$ cat src/sv/sie_pkg.sv
`timescale 1ns / 1ps

package sie_pkg;

    localparam int REG_COUNT    = 16;
    localparam int PC_BITS      = 12;
    localparam int REG_IDX_BITS = (REG_COUNT > 1) ? $clog2(REG_COUNT) : 1;
    localparam int IDX_IN_BITS  = 4;
    localparam int WORD_BITS    = 32;

    localparam logic [3:0] OP_ADD  = 4'd0;
    localparam logic [3:0] OP_ADDI = 4'd1;
    localparam logic [3:0] OP_SUB  = 4'd2;
    localparam logic [3:0] OP_MUL  = 4'd3;
    localparam logic [3:0] OP_DIV  = 4'd4;
    localparam logic [3:0] OP_B    = 4'd5;
    localparam logic [3:0] OP_BEQ  = 4'd6;
    localparam logic [3:0] OP_BNQ  = 4'd7;
    localparam logic [3:0] OP_END  = 4'd8;

    typedef struct packed {
        logic start;
        logic negate;
    } div_ctrl_t;

    // True when a register index names an entry that exists.
    function automatic logic idx_ok(input logic [IDX_IN_BITS-1:0] idx);
        return 32'(idx) < REG_COUNT;
    endfunction

endpackage

$ cat src/sv/sie_regfile.sv
`timescale 1ns / 1ps

module sie_regfile (
    input  logic                                clk,
    input  logic                                rst_n,
    input  logic                                rd_en,
    input  logic [sie_pkg::REG_IDX_BITS-1:0]    rd_addr_a,
    input  logic [sie_pkg::REG_IDX_BITS-1:0]    rd_addr_b,
    output logic [sie_pkg::WORD_BITS-1:0]       rd_data_a,
    output logic [sie_pkg::WORD_BITS-1:0]       rd_data_b,
    input  logic                                wr_en,
    input  logic [sie_pkg::REG_IDX_BITS-1:0]    wr_addr,
    input  logic [sie_pkg::WORD_BITS-1:0]       wr_data
);

    logic [sie_pkg::WORD_BITS-1:0] mem [sie_pkg::REG_COUNT];
    logic [sie_pkg::REG_COUNT-1:0] vld_reg;
    logic [sie_pkg::WORD_BITS-1:0] rdata_a_reg;
    logic [sie_pkg::WORD_BITS-1:0] rdata_b_reg;
    logic                          rvld_a_reg;
    logic                          rvld_b_reg;

    always_ff @(posedge clk)
    begin
        if (wr_en)
        begin
            mem[wr_addr] <= wr_data;
        end
        if (rd_en)
        begin
            rdata_a_reg <= mem[rd_addr_a];
            rdata_b_reg <= mem[rd_addr_b];
        end
    end

    // An entry never written since reset reads as zero.
    always_ff @(posedge clk or negedge rst_n)
    begin
        if (!rst_n)
        begin
            vld_reg    <= '0;
            rvld_a_reg <= 1'b0;
            rvld_b_reg <= 1'b0;
        end
        else
        begin
            if (wr_en)
            begin
                vld_reg[wr_addr] <= 1'b1;
            end
            if (rd_en)
            begin
                rvld_a_reg <= vld_reg[rd_addr_a];
                rvld_b_reg <= vld_reg[rd_addr_b];
            end
        end
    end

    assign rd_data_a = rvld_a_reg ? rdata_a_reg : '0;
    assign rd_data_b = rvld_b_reg ? rdata_b_reg : '0;

endmodule

$ cat src/sv/sie_divider.sv
`timescale 1ns / 1ps

module sie_divider (
    input  logic                            clk,
    input  logic                            rst_n,
    input  sie_pkg::div_ctrl_t              ctrl,
    input  logic [sie_pkg::WORD_BITS-1:0]   dividend,
    input  logic [sie_pkg::WORD_BITS-1:0]   divisor,
    output logic                            done,
    output logic [sie_pkg::WORD_BITS-1:0]   quotient
);

    localparam int W        = sie_pkg::WORD_BITS;
    localparam int CNT_BITS = $clog2(W + 1);

    logic [W:0]          rem_reg;
    logic [W:0]          rem_next;
    logic [W-1:0]        quo_reg;
    logic [W-1:0]        quo_next;
    logic [W-1:0]        dsr_reg;
    logic [W-1:0]        result_reg;
    logic [CNT_BITS-1:0] cnt_reg;
    logic                busy_reg;
    logic                neg_reg;
    logic                done_reg;
    logic [W:0]          shifted;
    logic [W:0]          diff;

    // One quotient bit per cycle, restoring form on magnitudes.
    always_comb
    begin
        shifted  = {rem_reg[W-1:0], quo_reg[W-1]};
        diff     = shifted - {1'b0, dsr_reg};
        rem_next = diff[W] ? shifted : diff;
        quo_next = {quo_reg[W-2:0], ~diff[W]};
    end

    always_ff @(posedge clk)
    begin
        if (ctrl.start)
        begin
            rem_reg <= '0;
            quo_reg <= dividend[W-1] ? (W'(0) - dividend) : dividend;
            dsr_reg <= divisor[W-1] ? (W'(0) - divisor) : divisor;
            neg_reg <= ctrl.negate;
        end
        else if (busy_reg && cnt_reg != '0)
        begin
            rem_reg <= rem_next;
            quo_reg <= quo_next;
        end
        if (busy_reg && cnt_reg == '0)
        begin
            result_reg <= neg_reg ? (W'(0) - quo_reg) : quo_reg;
        end
    end

    always_ff @(posedge clk or negedge rst_n)
    begin
        if (!rst_n)
        begin
            busy_reg <= 1'b0;
            cnt_reg  <= '0;
            done_reg <= 1'b0;
        end
        else
        begin
            done_reg <= 1'b0;
            if (ctrl.start)
            begin
                busy_reg <= 1'b1;
                cnt_reg  <= CNT_BITS'(W);
            end
            else if (busy_reg)
            begin
                if (cnt_reg == '0)
                begin
                    busy_reg <= 1'b0;
                    done_reg <= 1'b1;
                end
                else
                begin
                    cnt_reg <= cnt_reg - 1'b1;
                end
            end
        end
    end

    assign done     = done_reg;
    assign quotient = result_reg;

endmodule

$ cat src/sv/small_integer_isa_executor_unit.sv
`timescale 1ns / 1ps

// Executes one pre-decoded instruction word at a time against a 16-entry
// register file held in a synchronous memory with two read ports. A word is
// accepted, the operands are read in the next cycle, the result is formed and
// then committed to the register file, the program counter, the cycle counter
// and the output register together, and only then is the next word accepted.
// A divide with a nonzero divisor runs the bit-serial divider, one quotient
// bit per cycle, before it commits. A result waiting at the output does not
// block the next word's execution until that word is ready to commit.
module small_integer_isa_executor_unit (
    input  logic                clk,
    input  logic                rst_n,
    input  logic                in_valid,
    output logic                in_stall,
    input  logic [0:0]          mode,
    input  logic [3:0]          opcode,
    input  logic [3:0]          dest_index,
    input  logic [3:0]          src_a_index,
    input  logic [3:0]          src_b_index,
    input  logic signed [31:0]  immediate,
    input  logic [11:0]         branch_target,
    output logic                out_valid,
    input  logic                out_stall,
    output logic [11:0]         next_pc,
    output logic [31:0]         cycle_count,
    output logic                halted,
    output logic                wrote,
    output logic [3:0]          written_index,
    output logic signed [31:0]  written_value,
    output logic                branch_taken,
    output logic                div_by_zero
);

    localparam int W  = sie_pkg::WORD_BITS;
    localparam int PB = sie_pkg::PC_BITS;
    localparam int IB = sie_pkg::IDX_IN_BITS;

    typedef enum logic [3:0] {
        ST_IDLE = 4'b0001,
        ST_READ = 4'b0010,
        ST_DIV  = 4'b0100,
        ST_FIN  = 4'b1000
    } state_t;

    state_t state_reg, state_next;

    logic [0:0]    mode_reg;
    logic [3:0]    op_reg;
    logic [IB-1:0] dest_reg;
    logic [W-1:0]  imm_reg;
    logic [PB-1:0] target_reg;
    logic          a_ok_reg;
    logic          b_ok_reg;
    logic          d_ok_reg;

    logic [PB-1:0] pc_reg, pc_next;
    logic [W-1:0]  cyc_reg, cyc_next;
    logic          halt_reg, halt_next;

    logic [PB-1:0] res_pc_reg, res_pc_next;
    logic [W-1:0]  res_cyc_reg, res_cyc_next;
    logic          res_halt_reg, res_halt_next;
    logic          res_wr_reg, res_wr_next;
    logic [W-1:0]  res_val_reg, res_val_next;
    logic          res_taken_reg, res_taken_next;
    logic          res_dz_reg, res_dz_next;

    logic          out_valid_reg, out_valid_next;
    logic [11:0]   out_pc_reg;
    logic [W-1:0]  out_cyc_reg;
    logic          out_halt_reg;
    logic          out_wrote_reg;
    logic [3:0]    out_idx_reg;
    logic [W-1:0]  out_val_reg;
    logic          out_taken_reg;
    logic          out_dz_reg;

    logic          accept;
    logic          commit;
    logic          cmp_dest;
    logic [W-1:0]  rd_a;
    logic [W-1:0]  rd_b;
    logic [W-1:0]  op_a;
    logic [W-1:0]  op_b;
    logic          exec;
    logic          is_arith;
    logic          is_branch;
    logic [W-1:0]  product;
    logic          do_commit_write;

    sie_pkg::div_ctrl_t div_ctrl;
    logic               div_done;
    logic [W-1:0]       div_q;

    assign accept   = in_valid && !in_stall;
    assign in_stall = (state_reg != ST_IDLE);
    assign commit   = (state_reg == ST_FIN) && (!out_valid_reg || !out_stall);
    assign cmp_dest = (opcode == sie_pkg::OP_BEQ) || (opcode == sie_pkg::OP_BNQ);
    assign do_commit_write = commit && res_wr_reg && d_ok_reg;

    sie_regfile u_regfile (
        .clk       (clk),
        .rst_n     (rst_n),
        .rd_en     (accept),
        .rd_addr_a (sie_pkg::REG_IDX_BITS'(src_a_index)),
        .rd_addr_b (sie_pkg::REG_IDX_BITS'(cmp_dest ? dest_index : src_b_index)),
        .rd_data_a (rd_a),
        .rd_data_b (rd_b),
        .wr_en     (do_commit_write),
        .wr_addr   (sie_pkg::REG_IDX_BITS'(dest_reg)),
        .wr_data   (res_val_reg)
    );

    sie_divider u_divider (
        .clk      (clk),
        .rst_n    (rst_n),
        .ctrl     (div_ctrl),
        .dividend (op_a),
        .divisor  (op_b),
        .done     (div_done),
        .quotient (div_q)
    );

    always_ff @(posedge clk)
    begin
        if (accept)
        begin
            mode_reg   <= mode;
            op_reg     <= opcode;
            dest_reg   <= dest_index;
            imm_reg    <= immediate;
            target_reg <= PB'(branch_target);
            a_ok_reg   <= sie_pkg::idx_ok(src_a_index);
            b_ok_reg   <= sie_pkg::idx_ok(cmp_dest ? dest_index : src_b_index);
            d_ok_reg   <= sie_pkg::idx_ok(dest_index);
        end
    end

    // Port A carries the first source; port B the second source, or the
    // destination register when a conditional branch compares it.
    always_comb
    begin
        op_a      = a_ok_reg ? rd_a : '0;
        op_b      = b_ok_reg ? rd_b : '0;
        exec      = mode_reg[0] && !halt_reg;
        is_arith  = op_reg inside {[sie_pkg::OP_ADD : sie_pkg::OP_DIV]};
        is_branch = op_reg inside {sie_pkg::OP_B, sie_pkg::OP_BEQ, sie_pkg::OP_BNQ};
        product   = W'(op_a * op_b);

        res_pc_next    = pc_reg;
        res_cyc_next   = cyc_reg;
        res_halt_next  = halt_reg;
        res_wr_next    = 1'b0;
        res_val_next   = '0;
        res_taken_next = 1'b0;
        res_dz_next    = 1'b0;
        div_ctrl       = '{start: 1'b0, negate: op_a[W-1] ^ op_b[W-1]};

        if (!mode_reg[0])
        begin
            res_wr_next  = 1'b1;
            res_val_next = imm_reg;
        end
        else if (exec)
        begin
            if (is_arith)
            begin
                res_wr_next  = 1'b1;
                res_pc_next  = pc_reg + 1'b1;
                res_cyc_next = cyc_reg + 1'b1;
                case (op_reg)
                    sie_pkg::OP_ADD:  res_val_next = op_a + op_b;
                    sie_pkg::OP_ADDI: res_val_next = op_a + imm_reg;
                    sie_pkg::OP_SUB:  res_val_next = op_a - op_b;
                    sie_pkg::OP_MUL:  res_val_next = product;
                    default:
                    begin
                        if (op_b == '0)
                        begin
                            res_dz_next = 1'b1;
                        end
                        else
                        begin
                            div_ctrl.start = (state_reg == ST_READ);
                        end
                    end
                endcase
            end
            else if (is_branch)
            begin
                case (op_reg)
                    sie_pkg::OP_B:   res_taken_next = 1'b1;
                    sie_pkg::OP_BEQ: res_taken_next = (op_b == op_a);
                    default:         res_taken_next = (op_b != op_a);
                endcase
                res_pc_next  = res_taken_next ? target_reg : pc_reg + 1'b1;
                res_cyc_next = cyc_reg + 1'b1;
            end
            else if (op_reg == sie_pkg::OP_END)
            begin
                res_halt_next = 1'b1;
            end
        end
    end

    always_comb
    begin
        state_next = state_reg;
        case (state_reg)
            ST_IDLE:
            begin
                if (accept)
                begin
                    state_next = ST_READ;
                end
            end
            ST_READ:
            begin
                state_next = div_ctrl.start ? ST_DIV : ST_FIN;
            end
            ST_DIV:
            begin
                if (div_done)
                begin
                    state_next = ST_FIN;
                end
            end
            ST_FIN:
            begin
                if (commit)
                begin
                    state_next = ST_IDLE;
                end
            end
            default:
            begin
                state_next = ST_IDLE;
            end
        endcase
    end

    always_ff @(posedge clk)
    begin
        if (state_reg == ST_READ)
        begin
            res_pc_reg    <= res_pc_next;
            res_cyc_reg   <= res_cyc_next;
            res_halt_reg  <= res_halt_next;
            res_wr_reg    <= res_wr_next;
            res_val_reg   <= res_val_next;
            res_taken_reg <= res_taken_next;
            res_dz_reg    <= res_dz_next;
        end
        else if (state_reg == ST_DIV && div_done)
        begin
            res_val_reg <= div_q;
        end
        if (commit)
        begin
            out_pc_reg    <= 12'(res_pc_reg);
            out_cyc_reg   <= res_cyc_reg;
            out_halt_reg  <= res_halt_reg;
            out_wrote_reg <= res_wr_reg && d_ok_reg;
            out_idx_reg   <= (res_wr_reg && d_ok_reg) ? dest_reg : '0;
            out_val_reg   <= (res_wr_reg && d_ok_reg) ? res_val_reg : '0;
            out_taken_reg <= res_taken_reg;
            out_dz_reg    <= res_dz_reg;
        end
    end

    always_comb
    begin
        pc_next        = commit ? res_pc_reg : pc_reg;
        cyc_next       = commit ? res_cyc_reg : cyc_reg;
        halt_next      = commit ? res_halt_reg : halt_reg;
        out_valid_next = commit || (out_valid_reg && out_stall);
    end

    always_ff @(posedge clk or negedge rst_n)
    begin
        if (!rst_n)
        begin
            state_reg     <= ST_IDLE;
            pc_reg        <= '0;
            cyc_reg       <= W'(2);
            halt_reg      <= 1'b0;
            out_valid_reg <= 1'b0;
        end
        else
        begin
            state_reg     <= state_next;
            pc_reg        <= pc_next;
            cyc_reg       <= cyc_next;
            halt_reg      <= halt_next;
            out_valid_reg <= out_valid_next;
        end
    end

    assign out_valid     = out_valid_reg;
    assign next_pc       = out_pc_reg;
    assign cycle_count   = out_cyc_reg;
    assign halted        = out_halt_reg;
    assign wrote         = out_wrote_reg;
    assign written_index = out_idx_reg;
    assign written_value = out_val_reg;
    assign branch_taken  = out_taken_reg;
    assign div_by_zero   = out_dz_reg;

    // End stops the machine without moving the program or cycle counters.
    a_halt_freezes: assert property (@(posedge clk) disable iff (!rst_n)
        $rose(halt_reg) |-> $stable(pc_reg) && $stable(cyc_reg))
        else $error("halt changed the program or cycle counter");

    a_write_on_commit: assert property (@(posedge clk) disable iff (!rst_n)
        do_commit_write |-> state_reg == ST_FIN)
        else $error("register file written outside commit");

    a_div_done_state: assert property (@(posedge clk) disable iff (!rst_n)
        div_done |-> state_reg == ST_DIV)
        else $error("divider finished while no divide was pending");

    a_accept_reads: assert property (@(posedge clk) disable iff (!rst_n)
        accept |=> state_reg == ST_READ)
        else $error("accepted word did not go to operand read");

    a_nowrite_zero: assert property (@(posedge clk) disable iff (!rst_n)
        out_valid_reg && !out_wrote_reg |-> out_idx_reg == '0 && out_val_reg == '0)
        else $error("write fields not cleared on a word without a write");

endmodule

$ cat config.mk
export PLATFORM = sky130hd
export DESIGN_NAME = small_integer_isa_executor_unit
export DESIGN_NICKNAME = d
export VERILOG_FILES = /design/src/sv/sie_pkg.sv /design/src/sv/sie_regfile.sv /design/src/sv/sie_divider.sv /design/src/sv/small_integer_isa_executor_unit.sv
export SDC_FILE = /design/constraint.sdc
export NUM_CORES = 2
export LEC_CHECK = 0
export ABC_AREA = 1
export ABC_CLOCK_PERIOD_IN_PS = 6900
export BUFFER_PORTS_ARGS = -buffer_cell sky130_fd_sc_hd__buf_2
export CORE_UTILIZATION = 37
export CTS_CLUSTER_SIZE = 14
export DETAILED_ROUTE_END_ITERATION = 7
export PLACE_DENSITY = 0.53
export RECOVER_POWER = 100
export SKIP_LAST_GASP = 1
export SLEW_MARGIN = 20
export SYNTH_ARGS = -nofsm -noshare
export SYNTH_HDL_FRONTEND = slang
export SYNTH_SLANG_ARGS = --single-unit
$ cat constraint.sdc
create_clock -name clk -period 6.9 [get_ports clk]
set_input_delay 0.69 -clock clk [delete_from_list [all_inputs] [get_ports clk]]
set_output_delay 0.69 -clock clk [all_outputs]
set_load 0.1 [all_outputs]
**After elaboration in Yosys (flattened, before gate mapping)**

Memories as Yosys holds them, arrays and structs flattened. A register that Yosys moved wholly into a read port is not among the register bits.
Cells that the tools add are included.

- Output and inout port bits: 86
- Input port bits: 65
- Bits in writable memories: 512
- Bits in registers: 422
- Logic and storage cells: 176
- Memories kept: 1

Memory list:

| name | depth | width | rd ports | clocked after Yosys merged registers in | write ports | line | source |
|---|---|---|---|---|---|---|---|
| u_regfile.mem | 16 | 32 | 2 | 2 | 1 | sie_regfile.sv:16 | `logic [sie_pkg::WORD_BITS-1:0] mem [sie_pkg::REG_COUNT];` |

- Reduce and logical (&&, ||, !) cells: 30
- Bitwise logic cells: 7
- Multiplexer cells: 64
- Equality and inequality tests: 20
- Multiply operators: 1
- $add $sub $neg: 10
- $lt $le $gt $ge: 6

Operator list:

| kind | count |
|---|---|
| $mux W32 | 16 |
| $pmux W32 S4 | 1 |
| $sub A1 B32 Y32 const A | 3 |
| $add A32 B32 Y32 | 2 |
| $mux W12 | 5 |
| $sub A33 B32 Y33 | 1 |
| $add A32 B1 Y32 const B | 1 |
| $eq A32 B32 Y1 | 1 |
| $logic_not A32 Y1 | 1 |
| $mul A32 B32 Y32 | 1 |
| $ne A32 B32 Y1 | 1 |
| $sub A32 B32 Y32 | 1 |
| $mux W31 | 1 |
| $mux W1 | 28 |
| $eq A4 B3 Y1 const B | 6 |
| $mux W4 | 5 |
| $mux W6 | 3 |
| $or A16 B16 Y16 | 1 |
| $pmux W4 S4 | 1 |
| $lt A4 B5 Y1 const B | 3 |
| $add A12 B1 Y12 const B | 1 |
| $eq A4 B2 Y1 const B | 3 |
| $logic_and A1 B1 Y1 | 10 |
| $bmux W1 S4 | 2 |
| 23 further kinds | 40 |

**Longest topological paths before layout**

- Word-level depth: 12
- Depth in mapped cells: 41
- Depth with buffers taken out: 38

**Cells and area by module**

Synthesis repeated with hierarchy kept, for this count alone.

- Cells, all modules: 8287
- Area total of the unflattened synthesis: 71195.8 um2

By module, submodules not included:

| module | area an instance (um2) | seq. area each (um2) | cells an instance | times used |
|---|---|---|---|---|
| small_integer_isa_executor_unit | 31844.3 | 7770.0 | 3961 | 1 |
| sie_regfile | 28848.9 | 17747.0 | 2799 | 1 |
| sie_divider | 10502.6 | 3753.6 | 1527 | 1 |

**Worst setup path after synthesis**

OpenSTA, ideal clock, no wires.

- Path kind: register to register
- From: register state_reg[0]
- To: register u_regfile.rvld_b_reg
- Cell stages (with the launch flop): 6
- Path slack: -0.386 ns
- Path buffers: 0
- Setup time: 0.090 ns
- Arrival: 7.196 ns
- Clock period less this slack: 7.286 ns
- Required time: 6.810 ns
- Cell sequence: dfstp_2 inv_1 nor3_1 inv_1 nor2_1 mux2_2

- Word-level cells in the longest chain between the ends: 3

Ends and longest elaborated chain:

| item | line | source |
|---|---|---|
| start, declared | small_integer_isa_executor_unit.sv:46 | `state_t state_reg, state_next;` |
| start signal, assigned | small_integer_isa_executor_unit.sv:292 | `state_reg <= state_next;` |
| $ne A4 B1 Y1 | small_integer_isa_executor_unit.sv:97 | `assign in_stall = (state_reg != ST_IDLE);` |
| via in_stall | small_integer_isa_executor_unit.sv:15 | `output logic in_stall,` |
| $logic_not A1 Y1 | small_integer_isa_executor_unit.sv:96 | `assign accept = in_valid && !in_stall;` |
| $logic_and A1 B1 Y1 | small_integer_isa_executor_unit.sv:96 |  |
| via accept | small_integer_isa_executor_unit.sv:79 | `logic accept;` |
| end signal, assigned | sie_regfile.sv:54 | `rvld_b_reg <= vld_reg[rd_addr_b];` |
| end, declared | sie_regfile.sv:21 | `logic rvld_b_reg;` |

The timed path passes the listed nets, and every way through them passes these cells.
A chain may end at the register's enable or synchronous reset.

**Worst setup path in the final report**

- From: register u_regfile.rvld_a_reg
- To: register res_val_reg[24], data pin

- Word-level cells in the longest chain between the ends: 7
- Elaborated cells between the ends (all ways): 10
- Those cells by class: add/sub: 3; mul: 1; mux: 6

Ends and longest elaborated chain:

| item | line | source |
|---|---|---|
| start, declared | sie_regfile.sv:20 | `logic rvld_a_reg;` |
| start signal, assigned | sie_regfile.sv:53 | `rvld_a_reg <= vld_reg[rd_addr_a];` |
| $mux W32 * | sie_regfile.sv:59 | `assign rd_data_a = rvld_a_reg ? rdata_a_reg : '0;` |
| $mul A32 B32 Y32 (tied with other cells) | small_integer_isa_executor_unit.sv:149 | `product = W'(op_a * op_b);` |
| $pmux W32 S4 * | small_integer_isa_executor_unit.sv:172 | `case (op_reg)` |
| $mux W32 * | small_integer_isa_executor_unit.sv:167 | `if (is_arith)` |
| $mux W32 * | small_integer_isa_executor_unit.sv:165 | `else if (exec)` |
| $mux W32 * | small_integer_isa_executor_unit.sv:160 | `if (!mode_reg[0])` |
| $mux W32 * | small_integer_isa_executor_unit.sv:245 | `if (state_reg == ST_READ)` |
| end signal, assigned | small_integer_isa_executor_unit.sv:251 | `res_val_reg <= res_val_next;` |
| end signal, assigned | small_integer_isa_executor_unit.sv:257 | `res_val_reg <= div_q;` |
| end, declared | small_integer_isa_executor_unit.sv:65 | `logic [W-1:0] res_val_reg, res_val_next;` |

Mark *: on every way between the ends. The rest lies on a longest branch, timed or not.

==> flow_summary.json <==
{
  "max_stage_delay_ps": 580,
  "antenna_found_initial": 15,
  "dr.pass1.iters": 8,
  "largest_reg_flops": 512,
  "period_minus_slack_ps": 7420,
  "post_drt_wl_per_cell_um": 25.0,
  "hp-class": "in2reg",
  "nets": 8444,
  "start_util": 0.374,
  "syn_inst": 7257,
  "wirelength_mm": 255,
  "drtIter0Drc": 6037,
  "synth-async-reset-ratio": 0.0762,
  "synth_fp_nets": 7970,
  "powerDensity_nw_per_um2": 507,
  "netlist_area_um2": 67100,
  "drive_gt1_frac": 0.136,
  "end_kind": "register",
  "slew_violations": 1082,
  "ys_ff_latch": 998,
  "crit_arrival_ps": 7920,
  "portBuffers": 150,
  "top_register": "u_regfile.mem",
  "yosysUniqueCellTypes": 77,
  "pre_cts_ws_ps": -1070,
  "worstMarginPinSlew_ps": 4290,
  "ant_nets": 0,
  "core_um2": 179000,
  "ios": 151,
  "crit_path_frequent_cell": "fa_1",
  "rows": 155,
  "clock_path_buffers": 3,
  "skew_ps": 47.7,
  "path_buf_inv": 6,
  "worst_slack_ps": -519,
  "highest_layer": "met5",
  "total_power_mw": 40.0,
  "num_vias": 56000,
  "fmax_mhz": 135,
  "grt_pass1_vias": 54600,
  "die_area_um2": 183000,
  "grt_usage": 0.272,
  "die_h_um": 428,
  "cts.sinks": 998,
  "violations": "max-capacitance violations, max-slew violations, negative setup slack",
  "worstPathRequired_ps": 7400,
  "area_growth_syn_to_layout_pct": 17.5,
  "ys_warn_count": 0,
  "cp_top_family": "adder cells",
  "viasPerCell": 5.50,
  "min_period_over_period": 1.08,
  "final_cells": 10200,
  "drv_cap": 27,
  "gp_congestion": 1.00,
  "slew-limit-headroom": -1.86,
  "hold_viol_final": 0,
  "die_x_um": 428,
  "cts_max_level": 3,
  "cts-root-buf": "clkbuf_16",
  "clock_latency_ps": 750,
  "dpl.cell_count": 9921,
  "p_leak_nw": 33.1,
  "run_status": "finished, violations left",
  "numCtsBuffers": 107,
  "synth-edff-count": 890,
  "cp-start-kind": "register",
  "wl_met2_mm": 118,
  "rsz0062_at_grt": "true",
  "cp_max_fo": 7,
  "final_core_util": 0.440,
  "grt_start_max_net_pins": 177,
  "ys_seq_area_frac": 0.436,
  "synth_top_area_cell": "edfxtp_1",
  "synth.avg_cell_area_um2": 9.25,
  "route.detailed.drc": 0,
  "wl_met3_mm": 18.7,
  "placed_cell_area_um2": 73900,
  "met1Wirelength_mm": 105,
  "grt_pass1_wl_mm": 368,
  "cts.reportedPaths.clkPinSlew_ps": 60,
  "yosys-top-cells-area": "edfxtp_1 40%, fa_1 12%, nand2_1 6.0%",
  "path_class": "reg2reg",
  "hpwlAfterDp_mm": 183,
  "synth_ff_type": "edfxtp_1",
  "setup_viol_count_final": 31,
  "fin_area_um2": 78900,
  "vdd_drop_max_v": 0.00110,
  "crit_slowest_cell": "fa_1",
  "cts_tree": "done",
  "overflow": 0,
  "synth_top_cell_area_share": 0.398
}
-- placed cells by master (no fill, tap or decap), types with 19 or more instances in the layout --
cell       synthesis  final
edfxtp_1         890    890
dfrtp_1           74     73
nand4_1           27     31
buf_4              4    461
xor2_1           104    103
nand2_1         1066   1036
buf_2             22     45
o211ai_1         168    168
xnor2_1           51     51
ha_1             237    215
nor2_1           787    755
o21ai_1           22     26
buf_6              6     25
o311ai_0          63     63
ha_4               0     21
nor2_2             7     27
mux2i_1           65     65
nand3_1          196    183
fa_2               0     19
nor3_1            45     47
fa_1             411    392
buf_12             1     45
dfxtp_1           32     32
clkbuf_16          0    109
nand2_2           22     38
clkbuf_1         291    157
inv_1            984    958
o221ai_1          73     73
clkinv_1          21     27
a21oi_1          608    582
a21oi_2            0     19
inv_2             20     37
o21ai_0          717    702
or2_2             33     30
-- metal layers --
layer	track usage	vias up
met5	0	-
met4	0.120	8
met3	0.0410	521
met2	0.442	2354
met1	0.360	27700
li1	-	25500
-- power breakdown --
group          switching (mW)  leakage [nW]  internal, mW  total, mW
registers               0.706          9.28          7.55       8.25
clock network            2.50          1.76          3.43       5.93
logic                    15.4          22.0          10.5       25.8
total                    18.6          33.1          21.5       40.0
-- per-stage QoR --
stage | hold slack (ps) | TNS, ps
2_1_floorplan | 394 | -37.9
3_3_place_gp | 409 | -11210
3_5_place_dp | 407 | -12070
4_1_cts | 57.4 | -7000
5_1_grt | 74.3 | -43660
6_report | 114 | -8630
-- cells in the mapped netlist, types with 4 or more instances --
master    number
edfxtp_1     890
dfxtp_1       32
o31ai_1       10
a21boi_0       4
clkbuf_1     291
o21ai_1       22
buf_4          4
nor2_2         7
nand2_1     1066
o21a_1         6
nand2_4        7
a31oi_1       12
a22oi_1       17
buf_2         22
ha_1         237
o21ai_0      717
mux2_2         4
mux2i_1       65
clkinv_1      21
nand2_2       22
xor2_1       104
nor4_1        18
o21bai_1      11
nor2_1       787
o311ai_0      63
inv_1        984
nand3_2        4
buf_6          6
fa_1         411
xnor2_1       51
buf_1         34
inv_2         20
nand4_1       27
a21o_1        10
nor3_1        45
o221ai_1      73
a21oi_1      608
or2_2         33
o22ai_1       17
nand3_1      196
o211ai_1     168
dfrtp_1       74
nand4_2        4
nor3_2         7
-- path summary, 6_finish.rpt --
kind	slack, ps	from	to	cells after the start
worst min-delay path	110	branch_target[7]	target_reg[7]	1
max in group asynchronous	1600	rst_n	u_regfile.rvld_b_reg	3
worst max-delay path	-520	u_regfile.rvld_a_reg	res_val_reg[24]	29
min in group asynchronous	1190	rst_n	cyc_reg[19]	2
worst min register to register	420	res_taken_reg	branch_taken	0
worst max register to register	-520	u_regfile.rvld_a_reg	res_val_reg[24]	29
-- timing repair --
item / 4_1_cts / 5_1_grt
hold buffers: 1 / 0
cloned: 2 / 0
hold endpoints to repair: 36 / 0
resized for setup: 179 / 143
setup buffers: 38 / 15
pin swaps: 44 / 86
endpoints found under the setup margin: 21 / 23
-- logic make-up after synthesis --
kind of cell / synth area share
and+or+nand+nor: 0.139
AOI/OAI and AO/OA: 0.149
buffers and inverters: 0.0793
DFF: 0.436
adders and majority gates: 0.167
xor gates and xnor gates: 0.0202
muxes: 0.0104
-- cell type report --
cell class	count	area (um^2)
clock buffers	152	3060
repair buffers	724	5580
well taps	2355	2950
inverters	1027	3910
clock inverters	46	559
fillers	17300	101000
multi-input cells	4873	33500
diodes	4	10.0
flip-flops and latches	998	29300
(Power assumes the default switching activity.)
